==> src/hw/rtl/b64d_pkg.sv <==
// Shared types, character codes and bit-packing functions of the base64 decoder.
// No dependencies; used by b64d_unit and base64_stream_decoder.
`default_nettype none

package b64d_pkg;

   localparam logic [7:0] CHAR_UPPER_A = 8'h41;
   localparam logic [7:0] CHAR_UPPER_Z = 8'h5A;
   localparam logic [7:0] CHAR_LOWER_A = 8'h61;
   localparam logic [7:0] CHAR_LOWER_Z = 8'h7A;
   localparam logic [7:0] CHAR_DIGIT_0 = 8'h30;
   localparam logic [7:0] CHAR_DIGIT_9 = 8'h39;
   localparam logic [7:0] CHAR_PLUS    = 8'h2B;
   localparam logic [7:0] CHAR_SLASH   = 8'h2F;
   localparam logic [7:0] CHAR_PAD     = 8'h3D;

   localparam logic [7:0] OFS_LOWER = 8'd26;
   localparam logic [7:0] OFS_DIGIT = 8'd52;
   localparam logic [5:0] SEXT_PLUS  = 6'd62;
   localparam logic [5:0] SEXT_SLASH = 6'd63;

   // decoder state; sextets have no reset
   typedef struct packed {
      logic [2:0][5:0] sextets;
      logic [1:0]      count;
      logic            pad;
   } b64d_state_type;

   // the results of one transaction, drained one byte per cycle while rsp_ready is high
   typedef struct packed {
      logic [2:0][7:0] bytes;
      logic [1:0]      num;     // 0 = no result
      logic            marker;  // bare end marker, byte_valid low
      logic            eom;     // final result ends the message
   } b64d_group_type;

   // bit 6 set: not an alphabet symbol
   function automatic logic [6:0] sextet_of(input logic [7:0] c);
      logic [7:0] d;
      d = 8'd0;
      priority if (c >= CHAR_UPPER_A && c <= CHAR_UPPER_Z) begin
         d = c - CHAR_UPPER_A;
         return {1'b0, d[5:0]};
      end else if (c >= CHAR_LOWER_A && c <= CHAR_LOWER_Z) begin
         d = c - CHAR_LOWER_A + OFS_LOWER;
         return {1'b0, d[5:0]};
      end else if (c >= CHAR_DIGIT_0 && c <= CHAR_DIGIT_9) begin
         d = c - CHAR_DIGIT_0 + OFS_DIGIT;
         return {1'b0, d[5:0]};
      end else if (c == CHAR_PLUS) begin
         return {1'b0, SEXT_PLUS};
      end else if (c == CHAR_SLASH) begin
         return {1'b0, SEXT_SLASH};
      end else begin
         return 7'h40;
      end
   endfunction

   function automatic logic [7:0] byte0(input logic [5:0] s0, input logic [5:0] s1);
      return {s0, s1[5:4]};
   endfunction

   function automatic logic [7:0] byte1(input logic [5:0] s1, input logic [5:0] s2);
      return {s1[3:0], s2[5:2]};
   endfunction

   function automatic logic [7:0] byte2(input logic [5:0] s2, input logic [5:0] s3);
      return {s2[1:0], s3};
   endfunction

endpackage

`default_nettype wire

==> src/hw/rtl/base64_stream_decoder.sv <==
// Base64 stream decoder: one character per input transaction, bytes out.
// Channels: req_* carries a character and its end-of-text flag; rsp_* carries
// one decoded byte (or a bare end marker) per transaction, with last_of_run
// on the final result of each input character and end_of_message on the
// final result of the message.
// Structure: an input register holds one accepted character; the decode step
// (b64d_unit) runs between it and a three-byte result group register, which
// drains one byte per cycle onto rsp_* while rsp_ready is high.
// Path: an accepted character is registered in the input register, and its
// results are registered in the group register once that is free.
// Throughput: one character per cycle while characters give at most one
// result and rsp_ready is high; a character that completes a quad, or an end
// flush of two bytes, holds the group register until each of its bytes is
// taken, since the output port carries a single byte.
// Stall: while rsp_ready is low the group holds and one more character is
// still taken into the input register; after that req_ready drops.
// Reset: synchronous, active high; clears both valid flags, the pending
// sextet count and the padding flag. Pending sextets themselves are not
// reset; they are only read below the count.
// Depends on b64d_pkg and b64d_unit.
`default_nettype none

module base64_stream_decoder (
   input  wire logic       clock,
   input  wire logic       reset,
   // input channel
   input  wire logic       req_valid,
   output logic            req_ready,
   input  wire logic [7:0] req_symbol,
   input  wire logic       req_end_of_text,
   // result channel
   output logic            rsp_valid,
   input  wire logic       rsp_ready,
   output logic [7:0]      rsp_byte_out,
   output logic            rsp_byte_valid,
   output logic            rsp_last_of_run,
   output logic            rsp_end_of_message
);
   import b64d_pkg::*;

   // input register
   logic            in_valid_ff, in_valid_in;
   logic [7:0]      sym_ff;
   logic            eot_ff;

   // decoder state
   logic [2:0][5:0] sext_ff;
   logic [1:0]      count_ff;
   logic            pad_ff;

   // result group register
   b64d_group_type  grp_ff, grp_in;
   logic [1:0]      idx_ff, idx_in;

   b64d_state_type  state_cur, state_nxt;
   logic            take, is_last, advance;

   assign state_cur.sextets = sext_ff;
   assign state_cur.count   = count_ff;
   assign state_cur.pad     = pad_ff;

   b64d_unit u_unit (
      .symbol      (sym_ff),
      .end_of_text (eot_ff),
      .state_cur   (state_cur),
      .state_next  (state_nxt),
      .group       (grp_in)
   );

   // output side
   assign rsp_valid          = (grp_ff.num != 2'd0);
   assign is_last            = (idx_ff == grp_ff.num - 2'd1);
   assign take               = rsp_valid && rsp_ready;
   assign rsp_byte_out       = grp_ff.bytes[idx_ff];
   assign rsp_byte_valid     = !grp_ff.marker;
   assign rsp_last_of_run    = is_last;
   assign rsp_end_of_message = grp_ff.eom && is_last;

   // the held character moves on when the group register is free or emptying
   assign advance   = in_valid_ff && (!rsp_valid || (take && is_last));
   assign req_ready = !in_valid_ff || advance;

   always_comb begin
      if (req_valid && req_ready) begin
         in_valid_in = 1'b1;
      end else if (advance) begin
         in_valid_in = 1'b0;
      end else begin
         in_valid_in = in_valid_ff;
      end
   end

   always_comb begin
      if (advance) begin
         idx_in = 2'd0;
      end else if (take && !is_last) begin
         idx_in = idx_ff + 2'd1;
      end else begin
         idx_in = idx_ff;
      end
   end

   // control state and result group
   always_ff @(posedge clock) begin
      if (reset) begin
         in_valid_ff <= 1'b0;
         count_ff    <= 2'd0;
         pad_ff      <= 1'b0;
         grp_ff.num  <= 2'd0;
         idx_ff      <= 2'd0;
      end else begin
         in_valid_ff <= in_valid_in;
         idx_ff      <= idx_in;
         if (advance) begin
            count_ff      <= state_nxt.count;
            pad_ff        <= state_nxt.pad;
            grp_ff.num    <= grp_in.num;
            grp_ff.bytes  <= grp_in.bytes;
            grp_ff.marker <= grp_in.marker;
            grp_ff.eom    <= grp_in.eom;
         end else if (take && is_last) begin
            grp_ff.num <= 2'd0;
         end
      end
   end

   // payload
   always_ff @(posedge clock) begin
      if (req_valid && req_ready) begin
         sym_ff <= req_symbol;
         eot_ff <= req_end_of_text;
      end
      if (advance) begin
         sext_ff <= state_nxt.sextets;
      end
   end

endmodule

`default_nettype wire

==> src/hw/rtl/b64d_unit.sv <==
// Combinational decode step: one symbol against the current state.
// Depends on b64d_pkg.
`default_nettype none

module b64d_unit (
   input  wire logic [7:0]              symbol,
   input  wire logic                    end_of_text,
   input  wire b64d_pkg::b64d_state_type state_cur,
   output b64d_pkg::b64d_state_type     state_next,
   output b64d_pkg::b64d_group_type     group
);
   import b64d_pkg::*;

   logic [6:0] sx;
   logic [1:0] n;

   assign sx = sextet_of(symbol);

   always_comb begin
      state_next = state_cur;
      group      = '0;
      n          = 2'd0;

      if (!state_cur.pad) begin
         if (!sx[6]) begin
            if (state_cur.count == 2'd3) begin
               group.bytes[0] = byte0(state_cur.sextets[0], state_cur.sextets[1]);
               group.bytes[1] = byte1(state_cur.sextets[1], state_cur.sextets[2]);
               group.bytes[2] = byte2(state_cur.sextets[2], sx[5:0]);
               n = 2'd3;
               state_next.count = 2'd0;
            end else begin
               state_next.sextets[state_cur.count] = sx[5:0];
               state_next.count = state_cur.count + 2'd1;
            end
         end else if (symbol == CHAR_PAD) begin
            state_next.pad = 1'b1;
         end
      end

      // flush uses the state after this symbol
      if (end_of_text) begin
         if (state_next.count == 2'd2) begin
            group.bytes[0] = byte0(state_next.sextets[0], state_next.sextets[1]);
            n = 2'd1;
         end else if (state_next.count == 2'd3) begin
            group.bytes[0] = byte0(state_next.sextets[0], state_next.sextets[1]);
            group.bytes[1] = byte1(state_next.sextets[1], state_next.sextets[2]);
            n = 2'd2;
         end
         if (n == 2'd0) begin
            n = 2'd1;
            group.marker = 1'b1;
         end
         group.eom = 1'b1;
         state_next.count = 2'd0;
         state_next.pad   = 1'b0;
      end

      group.num = n;
   end

endmodule

`default_nettype wire

==> config.mk <==
export PLATFORM = sky130hd
export DESIGN_NAME = base64_stream_decoder
export DESIGN_NICKNAME = d
export VERILOG_FILES = /design/src/hw/rtl/b64d_pkg.sv /design/src/hw/rtl/base64_stream_decoder.sv /design/src/hw/rtl/b64d_unit.sv
export SDC_FILE = /design/constraint.sdc
export NUM_CORES = 1
export LEC_CHECK = 0
export ABC_AREA = 0
export BUFFER_PORTS_ARGS = -buffer_cell sky130_fd_sc_hd__buf_2
export CAP_MARGIN = 20
export CORE_UTILIZATION = 55
export CTS_CLUSTER_DIAMETER = 200
export DETAILED_ROUTE_END_ITERATION = 10
export GPL_TIMING_DRIVEN = 0
export PLACE_DENSITY_LB_ADDON = 0.12
export SLEW_MARGIN = 40
export SYNTH_ARGS = -nofsm -noshare
export SYNTH_HDL_FRONTEND = slang
export SYNTH_SLANG_ARGS = --single-unit
==> constraint.sdc <==
create_clock -name clock -period 4.4 [get_ports clock]
set_input_delay 0.88 -clock clock [delete_from_list [all_inputs] [get_ports clock]]
set_output_delay 0.88 -clock clock [all_outputs]
set_load 0.01 [all_outputs]
# [Word level (Yosys, flattened, before mapping)]
# Cells that the tools add are included.
[op_classes] add_sub_neg=8 order_cmp=9 n_eq_ne=7 n_mux=38 n_bitwise=4 n_reduce_logical=24
[op_table] operator="$mux W16" count=5
[op_table] operator="$mux W7" count=5
[op_table] operator="$eq A8 B6 Y1 const B" count=3
[op_table] operator="$mux W8" count=3
[op_table] operator="$mux W2" count=11
[op_table] operator="$mux W21" count=1
[op_table] operator="$mux W20" count=1
[op_table] operator="$bwmux W18" count=1
[op_table] operator="$mux W18" count=1
[op_table] operator="$bmux W8 S2" count=1
[op_table] operator="$ge A8 B7 Y1 const B" count=2
[op_table] operator="$le A8 B7 Y1 const B" count=2
[op_table] operator="$demux W6 S2" count=1
[op_table] operator="$sub A6 B6 Y6 const B" count=2
[op_table] operator="$logic_and A1 B1 Y1" count=10
[op_table] operator="$ge A8 B6 Y1 const B" count=1
[op_table] operator="$le A8 B6 Y1 const B" count=1
[op_table] operator="$add A6 B5 Y6 const B" count=1
[op_table] operator="$add A6 B6 Y6 const B" count=1
[op_table] operator="$eq A2 B2 Y1 const B" count=3
[op_table] operator="$lt A2 B3 Y1 const B" count=2
[op_table] operator="$mux W1" count=6
[op_table] operator="$mux W6" count=1
[op_table] operator="$reduce_bool A2 Y1" count=3
[op_table] operator="14 further kinds" count=22
[word_totals] register_bits=61 elab_cells=106

# [Depth between registers and ports, before layout]
[logic_depth] depth_word=18 mapped_depth=10 mapped_depth_nobuf=8

# [Modules after synthesis]
# From an unflattened synthesis, not the netlist that was laid out.
[hier_totals] hier_cells=339 hier_area_um2=3494.6
[by_module_without_submodules] mod="base64_stream_decoder" instances=1 cells_each=132 area_per_inst_um2=2189.6 seq_area_each_um2=1751.7
[by_module_without_submodules] mod="b64d_unit" instances=1 cells_each=207 area_per_inst_um2=1305.0 seq_area_each_um2=0.0

# [Worst setup path before layout]
# OpenSTA, ideal clock, no wires.
[synth_path] path_type="input to register" startpoint="input rsp_ready" endpoint="register grp_ff[2] (netlist name)" setup_time_ns=0.058 arrival_time_ns=2.753 t_required_ns=4.342 slack_ns=1.589 path_stages=5 path_buffers=0 cell_sequence="and3_1 > o21ai_0 > nor2_1 > and2_1 > a211o_1"
[synth_between] elab_chain_len=5 word_cells_on_any_way=6
[synth_lines] element="start, declared" line_no="base64_stream_decoder.sv:33" text="input wire logic rsp_ready,"
[synth_lines] element="$logic_and A1 B1 Y1 *" line_no="base64_stream_decoder.sv:73" text="assign take = rsp_valid && rsp_ready;"
[synth_lines] element="$logic_and A1 B1 Y1 *" line_no="base64_stream_decoder.sv:80, base64_stream_decoder.sv:121"
[synth_lines] element="$logic_or A1 B1 Y1" line_no="base64_stream_decoder.sv:80" text="assign advance = in_valid_ff && (!rsp_valid || (take && is_last));"
[synth_lines] element="$logic_and A1 B1 Y1" line_no="base64_stream_decoder.sv:80"
[synth_lines] element="$mux W2 / $reduce_bool A2 Y1 (equally long branches)"
[synth_lines] element="end, declared" line_no="base64_stream_decoder.sv:52" text="b64d_group_type grp_ff, grp_in;"
# Every way passes the cells marked *; elsewhere a longest branch is shown, timed or not.
# A chain may end at the register's enable or synchronous reset.

==> results.json <==
{
  "finalSetupViolCount": 0,
  "ctsHoldBuffers": 0,
  "post_cts_resized": 0,
  "ioPinCount": 26,
  "maxCapViolations": 0,
  "startpoint_type": "register",
  "status": "complete, no violations",
  "layout_setup_ws_ns": 1.36,
  "postSynthAreaPerCell_um2": 11.0,
  "grt_pass1_wl_um": 11700,
  "ys_warn_count": 0,
  "cts_sinks": 61,
  "dieHeight_um": 81.9,
  "grt-ovfl-total": 0,
  "synthArstFlopShare": 0,
  "syn_area_um2": 3510,
  "die_w_um": 81.9,
  "final_common_cell": "edfxtp_1",
  "place.port_buffers": 25,
  "synth_edf_count": 53,
  "root_buffer": "clkbuf_8",
  "n_antenna_cell": 0,
  "fin_crit_ns": 3.04,
  "hp-class": "reg2reg",
  "area_growth_pct": 13.2,
  "ys_types": 56,
  "postRouteWirelength_um": 7170,
  "worstMarginPinSlew_ns": 0.676,
  "initial_core_util": 0.583,
  "drv_slew": 0,
  "fillers": 499,
  "grt_pass1_vias": 2375,
  "synth_cells": 318,
  "tns_ns": 0,
  "post_cts_buffers": 0,
  "routed_via_density": 5.92,
  "critPathMaxFanout": 8,
  "die-area_um2": 6710,
  "ys_seq_area_frac": 0.499,
  "drtPass1Iterations": 4,
  "grt_setup_unrepaired": "false",
  "dpl_worst_slack_ns": 1.32,
  "drtIter0Drc": 165,
  "maxSlewHeadroom": 0.546,
  "min_period_over_period": 0.690,
  "hold_violations": 0,
  "vias": 2574,
  "core-area_um2": 6030,
  "endpoint_kind": "register",
  "track_usage": 0.237,
  "insertion_delay_ns": 0.34,
  "cts.clk_slew.worst_paths_ns": 0.07,
  "cts_buffer_depth": 2,
  "antenna_found_initial": 0,
  "routabilityCongestion": 0.952,
  "rows": 28,
  "grt_max_degree": 23,
  "powerDensity_nw_per_um2": 343,
  "drtAntennaViolNets": 0,
  "drive_gt1_frac": 0.183,
  "hpwl_um": 5290,
  "finalNetCount": 382,
  "crit_path_start": "sym_ff[1]$_DFFE_PP_",
  "ir_worst_vdd_uv": 284,
  "cts_buffers": 9,
  "ys_ff_latch": 61,
  "post-route-drc-count": 0,
  "clock_skew_ns": 0.00583,
  "ys.flop_type": "edfxtp_1",
  "wl_per_cell_um": 16.5,
  "r2r_start": "sym_ff[1]$_DFFE_PP_",
  "htree_levels": 3,
  "p_leak_nw": 1.48,
  "worstSetupPathType": "reg2reg",
  "max_freq_mhz": 329,
  "cp.required_ns": 4.49,
  "cp.arrival_ns": 3.13,
  "cts_tree": "done",
  "hp-start": "eot_ff$_DFFE_PP_",
  "layout_common_cells": "edfxtp_1 (53), buf_2 (28), nand2_1 (23), nor2_1 (21), o21ai_0 (19)",
  "syn-num-nets": 345
}
worst paths after layout:
check                    endpoint  slack (ns)  depth (start not counted)
min           grp_ff[0]$_DFFE_PP_        0.45                          0
max          grp_ff[13]$_DFFE_PP_        1.36                          8
max reg2reg  grp_ff[13]$_DFFE_PP_        1.36                          8
min reg2reg   grp_ff[0]$_DFFE_PP_        0.45                          0
routing by layer:
metal,track usage,vias up,wire length [µm]
li1,-,1279,-
met1,0.306,1226,3360
met2,0.379,55,3390
met3,0.0544,14,239
met4,0.100,0,189
met5,0,-,0
cell usage after synthesis, drive strengths merged, types with 5 or more instances:
master	number	area share
edfxtp	53	0.45
nand2	23	0.025
nor2	22	0.024
o21ai	22	0.031
inv	16	0.017
ha	14	0.050
mux2i	12	0.034
a21oi	10	0.016
a22o	10	0.025
mux2	10	0.032
nor2b	10	0.018
dfxtp	8	0.046
and2	7	0.012
nor3	7	0.010
and3	6	0.011
buf	6	0.012
nand2b	6	0.011
nand3	6	0.0085
a211oi	5	0.014
clkbuf	5	0.0053
report_power, final:
part | total, mW | switching (mW) | internal [mW] | leakage, nW
Sequential | 0.668 | 0.0148 | 0.654 | 0.569
Combinational | 0.144 | 0.0874 | 0.0568 | 0.799
Clock | 0.551 | 0.229 | 0.321 | 0.110
kinds of logic (layout without fill, tap and decap cells):
| group | count (synthesis) | in the layout | share of synthesized area |
|---|---|---|---|
| AOI/OAI and AO/OA | 86 | 86 | 0.184 |
| xor gates and xnor gates | 5 | 5 | 0.0125 |
| adders and majority gates | 14 | 14 | 0.0499 |
| buffers and inverters | 27 | 69 | 0.0342 |
| DFF | 61 | 61 | 0.499 |
| muxes | 22 | 22 | 0.0662 |
| and+or+nand+nor | 103 | 103 | 0.154 |
state kept, by name, summed over array words and instances, names as in the netlist, named ones only:
register / cells
count_ff: 2
eot_ff: 1
grp_ff: 28
idx_ff: 2
in_valid_ff: 1
pad_ff: 1
sext_ff: 16
sym_ff: 8
critical path: stages (launching register included):
cell and delay, ns:
edfxtp_1 0.49, inv_1 0.13, ha_1 0.26, nand2b_1 0.18
a211o_1 0.39, nand3_1 0.28, o221ai_1 0.17, o22ai_1 0.53
a2bb2o_1 0.36
through the flow:
step	instance area [µm²]	utilization	hold WS, ns	power [mW]	instances
2_1_floorplan	3510	-	0.424	0.780	318
3_3_place_gp	3730	0.619	0.430	0.820	418
3_5_place_dp	3750	0.623	0.435	0.825	419
4_1_cts	3980	0.660	0.453	1.37	435
5_1_grt	3980	0.660	0.480	1.42	435
6_report	3980	0.660	0.453	1.36	435
final cells by class:
type	instances	area, µm²	share of cell area
timing repair buffer	26	140	0.0352
buffer	11	60.1	0.0151
multi-input combinational	230	1650	0.415
sequential	61	1750	0.440
inverter	16	60.1	0.0151
clock inverter	7	98.8	0.0249
tap	75	93.8	0.0236
clock buffer	9	124	0.0311
(Power assumes the default switching activity.)
